`src/sv/connection_timeout_table_defines.svh`:
```
// assertion macros for the connection timeout table
`ifndef CONNECTION_TIMEOUT_TABLE_DEFINES_SVH
`define CONNECTION_TIMEOUT_TABLE_DEFINES_SVH

`ifndef NO_ASSERTIONS
// same-cycle implication, checked on every rising clock edge outside reset
`define CTT_ASSERT_NOW(label, ante, cons) \
	label: assert property (@(posedge clk) disable iff (!arst_n) (ante) |-> (cons)) \
		else $error("connection timeout table check failed");
// next-cycle implication
`define CTT_ASSERT_NEXT(label, ante, cons) \
	label: assert property (@(posedge clk) disable iff (!arst_n) (ante) |=> (cons)) \
		else $error("connection timeout table check failed");
`else
`define CTT_ASSERT_NOW(label, ante, cons)
`define CTT_ASSERT_NEXT(label, ante, cons)
`endif

`endif

```
`src/sv/ctt_pkg.sv`:
```
// shared types and constants of the connection timeout table
package ctt_pkg;

	localparam int NUM_TIMERS = 16;
	localparam int TICK_MS    = 100;

	localparam int ID_W    = 16;
	localparam int DELAY_W = 32;
	localparam int REM_W   = 26;
	localparam int IDX_W   = (NUM_TIMERS > 1) ? $clog2(NUM_TIMERS) : 1;

	localparam logic [REM_W-1:0] REMAIN_MAX = {REM_W{1'b1}};

	// delay / TICK_MS as a multiply by a rounded-up reciprocal and a shift
	localparam int DIV_SHIFT = DELAY_W + $clog2(TICK_MS);
	localparam logic [63:0] DIV_MULT =
		((64'd1 << DIV_SHIFT) + 64'(TICK_MS) - 64'd1) / 64'(TICK_MS);
	localparam logic [15:0] DIV_M_LO = DIV_MULT[15:0];
	localparam logic [16:0] DIV_M_HI = DIV_MULT[32:16];
	localparam int PLO_W = DELAY_W + 16;
	localparam int PHI_W = DELAY_W + 17;
	localparam int SUM_W = DELAY_W + 34;

	localparam logic OP_TICK = 1'b0;
	localparam logic OP_SET  = 1'b1;

	localparam logic KIND_SET    = 1'b0;
	localparam logic KIND_EXPIRY = 1'b1;

	localparam logic STATUS_OK   = 1'b0;
	localparam logic STATUS_FULL = 1'b1;

	typedef struct packed {
		logic             active;
		logic [ID_W-1:0]  conn;
		logic [REM_W-1:0] remaining;
	} entry_t;

	typedef struct packed {
		logic            strobe;
		logic            kind;
		logic            status;
		logic [ID_W-1:0] expired_id;
		logic            last;
	} res_t;

	typedef enum logic [2:0] {
		ST_IDLE,
		ST_SCAN,
		ST_WRITE,
		ST_TICK,
		ST_FLUSH
	} state_t;

endpackage

```
`src/sv/ctt_cell.sv`:
```
// one timer cell of the rotating entry ring
module ctt_cell (
	input  logic            clk,
	input  logic            arst_n,
	input  logic            shift_en,
	input  ctt_pkg::entry_t d,
	output ctt_pkg::entry_t q
);
	import ctt_pkg::*;

	logic             active_q;
	logic [ID_W-1:0]  conn_q;
	logic [REM_W-1:0] remaining_q;

	always_ff @(posedge clk or negedge arst_n) begin
		if (!arst_n) begin
			active_q <= 1'b0;
		end else if (shift_en) begin
			active_q <= d.active;
		end
	end

	always_ff @(posedge clk) begin
		if (shift_en) begin
			conn_q      <= d.conn;
			remaining_q <= d.remaining;
		end
	end

	assign q = '{active: active_q, conn: conn_q, remaining: remaining_q};

endmodule

```
`src/sv/ctt_ctrl.sv`:
```
// sequencer and head-of-ring processing for the timer table
module ctt_ctrl (
	input  logic                      clk,
	input  logic                      arst_n,
	input  logic                      start,
	input  logic                      operation,
	input  logic [ctt_pkg::ID_W-1:0]  conn_id,
	input  logic [ctt_pkg::DELAY_W-1:0] delay_ms,
	input  ctt_pkg::entry_t           head,
	output ctt_pkg::entry_t           ring_in,
	output logic                      shift_en,
	output logic                      busy,
	output ctt_pkg::res_t             res
);
	import ctt_pkg::*;

	state_t           state_q, state_d;
	logic [IDX_W-1:0] cnt_q;
	logic             pass_end;
	logic             accept;

	logic [ID_W-1:0]  id_q;
	logic [PLO_W-1:0] plo_q;
	logic [PHI_W-1:0] phi_q;

	logic             hit_q, free_q;
	logic [IDX_W-1:0] hit_idx_q, free_idx_q;
	logic [IDX_W-1:0] tgt_idx;
	logic             do_write;

	logic             pend_v_q;
	logic [ID_W-1:0]  pend_id_q;

	logic             res_strobe_q, res_kind_q, res_status_q, res_last_q;
	logic [ID_W-1:0]  res_id_q;

	logic [SUM_W-1:0] prod_sum;
	logic [SUM_W-1:0] quot;
	logic [REM_W-1:0] load_val;

	logic hit_now, free_now, expire_now;

	assign pass_end = (cnt_q == IDX_W'(NUM_TIMERS - 1));
	assign accept   = start && (state_q == ST_IDLE);

	// load value: quotient clamped to 1 .. REMAIN_MAX
	assign prod_sum = SUM_W'({phi_q, 16'b0}) + SUM_W'(plo_q);
	assign quot     = prod_sum >> DIV_SHIFT;
	always_comb begin
		if (quot == '0) begin
			load_val = REM_W'(1);
		end else if (quot > SUM_W'(REMAIN_MAX)) begin
			load_val = REMAIN_MAX;
		end else begin
			load_val = quot[REM_W-1:0];
		end
	end

	assign hit_now    = head.active && (head.conn == id_q);
	assign free_now   = !head.active;
	assign expire_now = head.active && (head.remaining <= REM_W'(1));
	assign tgt_idx    = hit_q ? hit_idx_q : free_idx_q;
	assign do_write   = (hit_q || free_q) && (cnt_q == tgt_idx);

	// next state
	always_comb begin
		state_d = state_q;
		case (state_q)
			ST_IDLE: begin
				if (accept) begin
					state_d = (operation == OP_SET) ? ST_SCAN : ST_TICK;
				end
			end
			ST_SCAN: begin
				if (pass_end) state_d = ST_WRITE;
			end
			ST_WRITE: begin
				if (pass_end) state_d = ST_IDLE;
			end
			ST_TICK: begin
				if (pass_end) state_d = ST_FLUSH;
			end
			ST_FLUSH: begin
				state_d = ST_IDLE;
			end
			default: begin
				state_d = ST_IDLE;
			end
		endcase
	end

	// outputs
	always_comb begin
		shift_en = 1'b0;
		ring_in  = head;
		busy     = (state_q != ST_IDLE);
		case (state_q)
			ST_SCAN: begin
				shift_en = 1'b1;
			end
			ST_WRITE: begin
				shift_en = 1'b1;
				if (do_write) begin
					ring_in = '{active: 1'b1, conn: id_q, remaining: load_val};
				end
			end
			ST_TICK: begin
				shift_en = 1'b1;
				if (head.active) begin
					if (expire_now) begin
						ring_in.active    = 1'b0;
						ring_in.remaining = '0;
					end else begin
						ring_in.remaining = head.remaining - REM_W'(1);
					end
				end
			end
			default: begin
				shift_en = 1'b0;
			end
		endcase
	end

	always_ff @(posedge clk or negedge arst_n) begin
		if (!arst_n) begin
			state_q <= ST_IDLE;
		end else begin
			state_q <= state_d;
		end
	end

	// control registers
	always_ff @(posedge clk or negedge arst_n) begin
		if (!arst_n) begin
			cnt_q        <= '0;
			hit_q        <= 1'b0;
			free_q       <= 1'b0;
			pend_v_q     <= 1'b0;
			res_strobe_q <= 1'b0;
		end else begin
			// set answer at the end of the write pass, each expiry once the next one is found,
			// the held-back final expiry in the flush cycle
			res_strobe_q <= ((state_q == ST_WRITE) && pass_end)
				|| ((state_q == ST_TICK) && expire_now && pend_v_q)
				|| ((state_q == ST_FLUSH) && pend_v_q);
			if (accept) begin
				cnt_q    <= '0;
				hit_q    <= 1'b0;
				free_q   <= 1'b0;
				pend_v_q <= 1'b0;
			end else if (shift_en) begin
				cnt_q <= pass_end ? '0 : cnt_q + IDX_W'(1);
			end
			if (state_q == ST_SCAN) begin
				if (hit_now && !hit_q) hit_q <= 1'b1;
				if (free_now && !free_q) free_q <= 1'b1;
			end
			if (state_q == ST_TICK) begin
				if (expire_now) begin
					pend_v_q <= 1'b1;
				end
			end
			if (state_q == ST_FLUSH) begin
				pend_v_q <= 1'b0;
			end
		end
	end

	// payload registers
	always_ff @(posedge clk) begin
		if (accept) begin
			id_q  <= conn_id;
			plo_q <= PLO_W'(delay_ms) * PLO_W'(DIV_M_LO);
			phi_q <= PHI_W'(delay_ms) * PHI_W'(DIV_M_HI);
		end
		if (state_q == ST_SCAN) begin
			if (hit_now && !hit_q) hit_idx_q <= cnt_q;
			if (free_now && !free_q) free_idx_q <= cnt_q;
		end
		if (state_q == ST_WRITE && pass_end) begin
			res_kind_q   <= KIND_SET;
			res_status_q <= (hit_q || free_q) ? STATUS_OK : STATUS_FULL;
			res_id_q     <= '0;
			res_last_q   <= 1'b1;
		end
		if (state_q == ST_TICK && expire_now) begin
			pend_id_q    <= head.conn;
			res_kind_q   <= KIND_EXPIRY;
			res_status_q <= STATUS_OK;
			res_id_q     <= pend_id_q;
			res_last_q   <= 1'b0;
		end
		if (state_q == ST_FLUSH) begin
			res_kind_q   <= KIND_EXPIRY;
			res_status_q <= STATUS_OK;
			res_id_q     <= pend_id_q;
			res_last_q   <= 1'b1;
		end
	end

	assign res = '{strobe: res_strobe_q, kind: res_kind_q, status: res_status_q,
		expired_id: res_id_q, last: res_last_q};

endmodule

```
`src/sv/connection_timeout_table.sv`:
```
// top level of the connection timeout table
//
// usage:
//   input channel: a transaction is taken at a rising edge with start high and
//   busy low; operation selects a tick (0) or a set of conn_id with delay_ms (1)
//   result channel: each result sits on kind/status/expired_id/last for exactly
//   one cycle with strobe high; the receiver cannot stall it, so no backpressure
//   timing: the entries live in a ring of NUM_TIMERS cells that rotates one
//   place per cycle while an item is worked on; one full turn visits every entry
//   - set: one turn to look up the id or a free entry, one turn to write it;
//     busy falls and the answer strobes together as the write turn ends
//   - tick: one turn to count down, then a flush step; reports come in ascending
//     entry order, each held back until the next is found so the final one can
//     carry last; busy stays high through the flush step; quiet tick silent
//   the load value is delay_ms / TICK_MS clamped to 1 .. 2^26-1, computed by a
//   split reciprocal multiply registered at the accept edge
//   reset: all entries become free and the block is idle; no clearing pass
//
module connection_timeout_table (
	input  logic                          clk,
	input  logic                          arst_n,
	input  logic                          start,
	output logic                          busy,
	input  logic                          operation,
	input  logic [ctt_pkg::ID_W-1:0]      conn_id,
	input  logic [ctt_pkg::DELAY_W-1:0]   delay_ms,
	output logic                          strobe,
	output logic                          kind,
	output logic                          status,
	output logic [ctt_pkg::ID_W-1:0]      expired_id,
	output logic                          last
);
	import ctt_pkg::*;

	`include "connection_timeout_table_defines.svh"

	// cell k feeds cell k-1; cell 0 is the head seen by the sequencer,
	// whose processed entry re-enters at the far end of the ring
	entry_t cell_q [NUM_TIMERS];
	entry_t ring_in;
	logic   shift_en;
	res_t   res;

	for (genvar k = 0; k < NUM_TIMERS; k++) begin : g_cell
		entry_t cell_d;
		if (k == NUM_TIMERS - 1) begin : g_tail
			assign cell_d = ring_in;
		end else begin : g_mid
			assign cell_d = cell_q[k+1];
		end
		ctt_cell u_cell (
			.clk      (clk),
			.arst_n   (arst_n),
			.shift_en (shift_en),
			.d        (cell_d),
			.q        (cell_q[k])
		);
	end

	// sequencer: lookup, write and countdown passes plus result registers
	ctt_ctrl u_ctrl (
		.clk       (clk),
		.arst_n    (arst_n),
		.start     (start),
		.operation (operation),
		.conn_id   (conn_id),
		.delay_ms  (delay_ms),
		.head      (cell_q[0]),
		.ring_in   (ring_in),
		.shift_en  (shift_en),
		.busy      (busy),
		.res       (res)
	);

	assign strobe     = res.strobe;
	assign kind       = res.kind;
	assign status     = res.status;
	assign expired_id = res.expired_id;
	assign last       = res.last;

	// a set answer is a single result, so it always carries last
	`CTT_ASSERT_NOW(a_set_last, strobe && (kind == KIND_SET), last)
	// expiry reports never flag a full table
	`CTT_ASSERT_NOW(a_exp_ok, strobe && (kind == KIND_EXPIRY), status == STATUS_OK)
	// an accepted transaction keeps the block busy in the next cycle
	`CTT_ASSERT_NEXT(a_busy_after_start, start && !busy, busy)
	// the set answer comes out as the block returns to idle
	`CTT_ASSERT_NOW(a_set_idle, strobe && (kind == KIND_SET), !busy)
	// the ring only rotates while a transaction is in progress
	`CTT_ASSERT_NOW(a_shift_busy, shift_en, busy)

endmodule
```
`config.mk`:
```
export PLATFORM = sky130hd
export DESIGN_NAME = connection_timeout_table
export DESIGN_NICKNAME = d
export VERILOG_FILES = /design/src/sv/ctt_pkg.sv /design/src/sv/ctt_cell.sv /design/src/sv/ctt_ctrl.sv /design/src/sv/connection_timeout_table.sv
export VERILOG_INCLUDE_DIRS = /design/src /design/src/sv
export SDC_FILE = /design/constraint.sdc
export NUM_CORES = 2
export LEC_CHECK = 0
export BUFFER_PORTS_ARGS = -buffer_cell sky130_fd_sc_hd__buf_2
export CAP_MARGIN = 10
export CORE_MARGIN = 2
export CORE_UTILIZATION = 50
export CTS_BUF_LIST = sky130_fd_sc_hd__clkbuf_8
export CTS_CLUSTER_DIAMETER = 100
export CTS_CLUSTER_SIZE = 16
export DETAILED_ROUTE_END_ITERATION = 7
export GPL_ROUTABILITY_DRIVEN = 0
export HOLD_SLACK_MARGIN = 0.06
export PLACE_DENSITY = 0.78
export SETUP_SLACK_MARGIN = 0.15
export SLEW_MARGIN = 5
export SYNTH_ARGS = -nofsm -noshare
export SYNTH_HDL_FRONTEND = slang
export SYNTH_SLANG_ARGS = --single-unit
```
`constraint.sdc`:
```
create_clock -name clk -period 21.9 [get_ports clk]
set_input_delay 3.285 -clock clk [delete_from_list [all_inputs] [get_ports clk]]
set_output_delay 3.285 -clock clk [all_outputs]
set_load 0.05 [all_outputs]
```
==> results.ini <==
[die]
core_area_um2 = 86800
fp.dieH_um = 300
die_area_um2 = 90000
die_x_um = 300
io_pins = 73
fp-row-count = 108
start_util = 0.505

[synth]
synthesis.nets = 3736
synth.avg_cell_area_um2 = 14.4
synth_top_area_share = 0.551
synth_edf_count = 804
ys_ff_latch = 834
yosys-top-cells-area = edfxtp_1, fa_1, ha_1
yosysWarningCount = 0
async_flop_share = 0.0324
syn_area_um2 = 43800
synthCells = 3043
synth_cell_types = 85
ys_top_cells_by_count = edfxtp_1, inv_1, fa_1, ha_1, a21oi_1
synth_ff_type = edfxtp_1
seq_area_frac_synth = 0.568
yosysTopAreaCell = edfxtp_1
yosysMostFrequentCell = edfxtp_1

[clocking]
clkLatencyLatePin_ns = 0.71
clk_pin_slew_worst_paths_ns = 0.10
cts_sinks = 834
cts_tree = built
clockRootBuffer = clkbuf_8
h-tree-depth = 2
clk_path_buf_depth = 3
postCtsHoldBufs = 0
cts_buffers = 58
cts_setup_buffers = 0
post_cts_resized = 0

[timing]
max_slew_margin = 0.244
setup_viol = 0
fmaxAchievable_mhz = 110
skew_ns = 0.0602
hold_viol = 0
period_minus_slack_ns = 9.06
worstMarginPinSlew_ns = 1.13
drv_slew = 0
period_share = 0.414
rsz0062_at_grt = false
finalSetupTns_ns = 0

[route]
drt_iter0_markers = 1713
antenna_left = 0
drt_wl_total_mm = 77.6
via_per_inst = 5.17
wire_per_inst_um = 17.8
dr_total_vias = 22500
drc = 0
first_pass_iters = 7

[critical_path]
critPathKind = in2reg
cp_common_cell = inv_1
critPathArrivalTime_ns = 9.48
cpLargestDelayFamily = adder cells
max_stage_delay_ns = 0.55
end_kind = flop
path_cells = buf_2, ha_1, inv_1, fa_1, inv_1, fa_1, inv_1, fa_1, inv_1, fa_1, inv_1, fa_1, inv_1, ha_1, a211oi_1, nor2_1, o41ai_2, o21ai_0, a32o_1, o211a_1, a31oi_1, o21ai_0, a21o_1, xnor2_1
required_ns = 22.31
cp_num_buf_inv = 7
crit_fanout = 9
worst-r2r-setup-slack_ns = 17.35
critical-path-slowest-cell = fa_1
start_kind = input port

[finish]
nets = 3847
syn2layout_area_growth_pct = 6.36
drive_above_1_share = 0.0651

[grt]
antenna_found_initial = 2
grt_start_max_net_pins = 219
met1_usage = 0.253
grt.total_usage = 0.177
grt_pass1_vias = 23300
overflow = 0
use_met2 = 0.287
grt_pass1_wl_mm = 124
use_met3 = 0.0255
busiest_layer = met2

[place]
portBuffers = 72
hpwl_mm = 58.7

[run_status]
status = finished clean

[job]
drv_cap = 0

[hold_path]
hold_path_class = reg2reg

[per-stage QoR]
stage / instance area [um2] / util / hold WS (ns) / instances / setup WS, ns
detailed placement: 45600 / 0.525 / 0.405 / 4248 / 12.17
global route: 46600 / 0.537 / 0.400 / 4352 / 12.45
global placement: 45600 / 0.525 / 0.400 / 4248 / 12.28
CTS: 46600 / 0.537 / 0.385 / 4350 / 12.88
floorplan: 43800 / - / 0.400 / 3043 / 0.160
finish: 46600 / 0.537 / 0.386 / 4353 / 12.84
[layout make-up]
type / count / area [um2]
fillers: 6912 / 40200
diodes: 2 / 5.00
clock inverters: 43 / 191
repair buffers: 83 / 468
inverters: 642 / 2410
well taps: 1155 / 1450
clock buffers: 59 / 812
multi-input cells: 1535 / 16400
flip-flops and latches: 834 / 24900
[final timing paths]
kind | cells past startpoint | end | startpoint
max in group asynchronous | 1 | u_ctrl.state_q[2]$_DFFE_PN0P_ | arst_n
worst min-delay path | 0 | g_cell[10].u_cell.remaining_q[1]$_DFFE_PP_ | g_cell[11].u_cell.remaining_q[1]$_DFFE_PP_
worst max register to register | 6 | g_cell[14].u_cell.active_q$_DFFE_PN0P_ | u_ctrl.state_q[0]$_DFFE_PN0P_
worst min register to register | 0 | g_cell[10].u_cell.remaining_q[1]$_DFFE_PP_ | g_cell[11].u_cell.remaining_q[1]$_DFFE_PP_
worst max-delay path | 24 | u_ctrl.phi_q[46]$_DFFE_PP_ | delay_ms[14]
min in group asynchronous | 1 | g_cell[5].u_cell.active_q$_DFFE_PN0P_ | arst_n
[placed cells by master (no fill, tap or decap), types with 35 or more instances in the layout]
cell type / netlist / final
xnor2_1: 71 / 71
nand3_1: 35 / 35
inv_1: 641 / 680
nor2_1: 81 / 80
buf_2: 5 / 72
o21ai_0: 84 / 84
clkbuf_8: 1 / 59
fa_1: 341 / 341
ha_1: 300 / 300
xor2_1: 35 / 35
nand2_1: 88 / 88
edfxtp_1: 804 / 804
a21oi_1: 96 / 95
a21o_1: 44 / 44
[kinds of logic (layout without fill, tap and decap cells)]
family / Yosys count / count (layout) / share of synthesized area
flip-flops: 834 / 834 / 0.568
buffers and inverters: 674 / 827 / 0.0585
adder cells (fa/ha/maj): 641 / 641 / 0.242
AND/OR/NAND/NOR: 378 / 378 / 0.0442
AO/OA/AOI/OAI: 373 / 373 / 0.0572
XOR/XNOR: 106 / 106 / 0.0212
multiplexers: 37 / 37 / 0.00934
other: 0 / 2 / 0
[worst register-to-register path, cell delays in order, from the launching register on]
cell and delay, ns:
dfrtp_1 0.58, nor2_1 0.21, nor2_4 0.39, buf_4 0.83, buf_12 0.82, buf_4 1.12, mux2_2 0.46
[metal layers]
layer / wire [um] / part of all wire
met5: 11 / 0.00014
met4: 1720 / 0.022
met3: 3670 / 0.047
met2: 36700 / 0.47
met1: 35500 / 0.46
[state kept, by name, indices dropped and copies added (netlist names), 4 cells and up]
signal	flops
g_cell.u_cell.conn_q	256
u_ctrl.pend_id_q	16
u_ctrl.cnt_q	4
u_ctrl.plo_q	30
u_ctrl.phi_q	46
u_ctrl.free_idx_q	4
g_cell.u_cell.remaining_q	416
u_ctrl.id_q	16
u_ctrl.hit_idx_q	4
u_ctrl.res_id_q	16
g_cell.u_cell.active_q	16
Power is left out: the tool's default activity adds up to more than one toggle a clock period on the data nets, which glitch-free logic cannot reach.
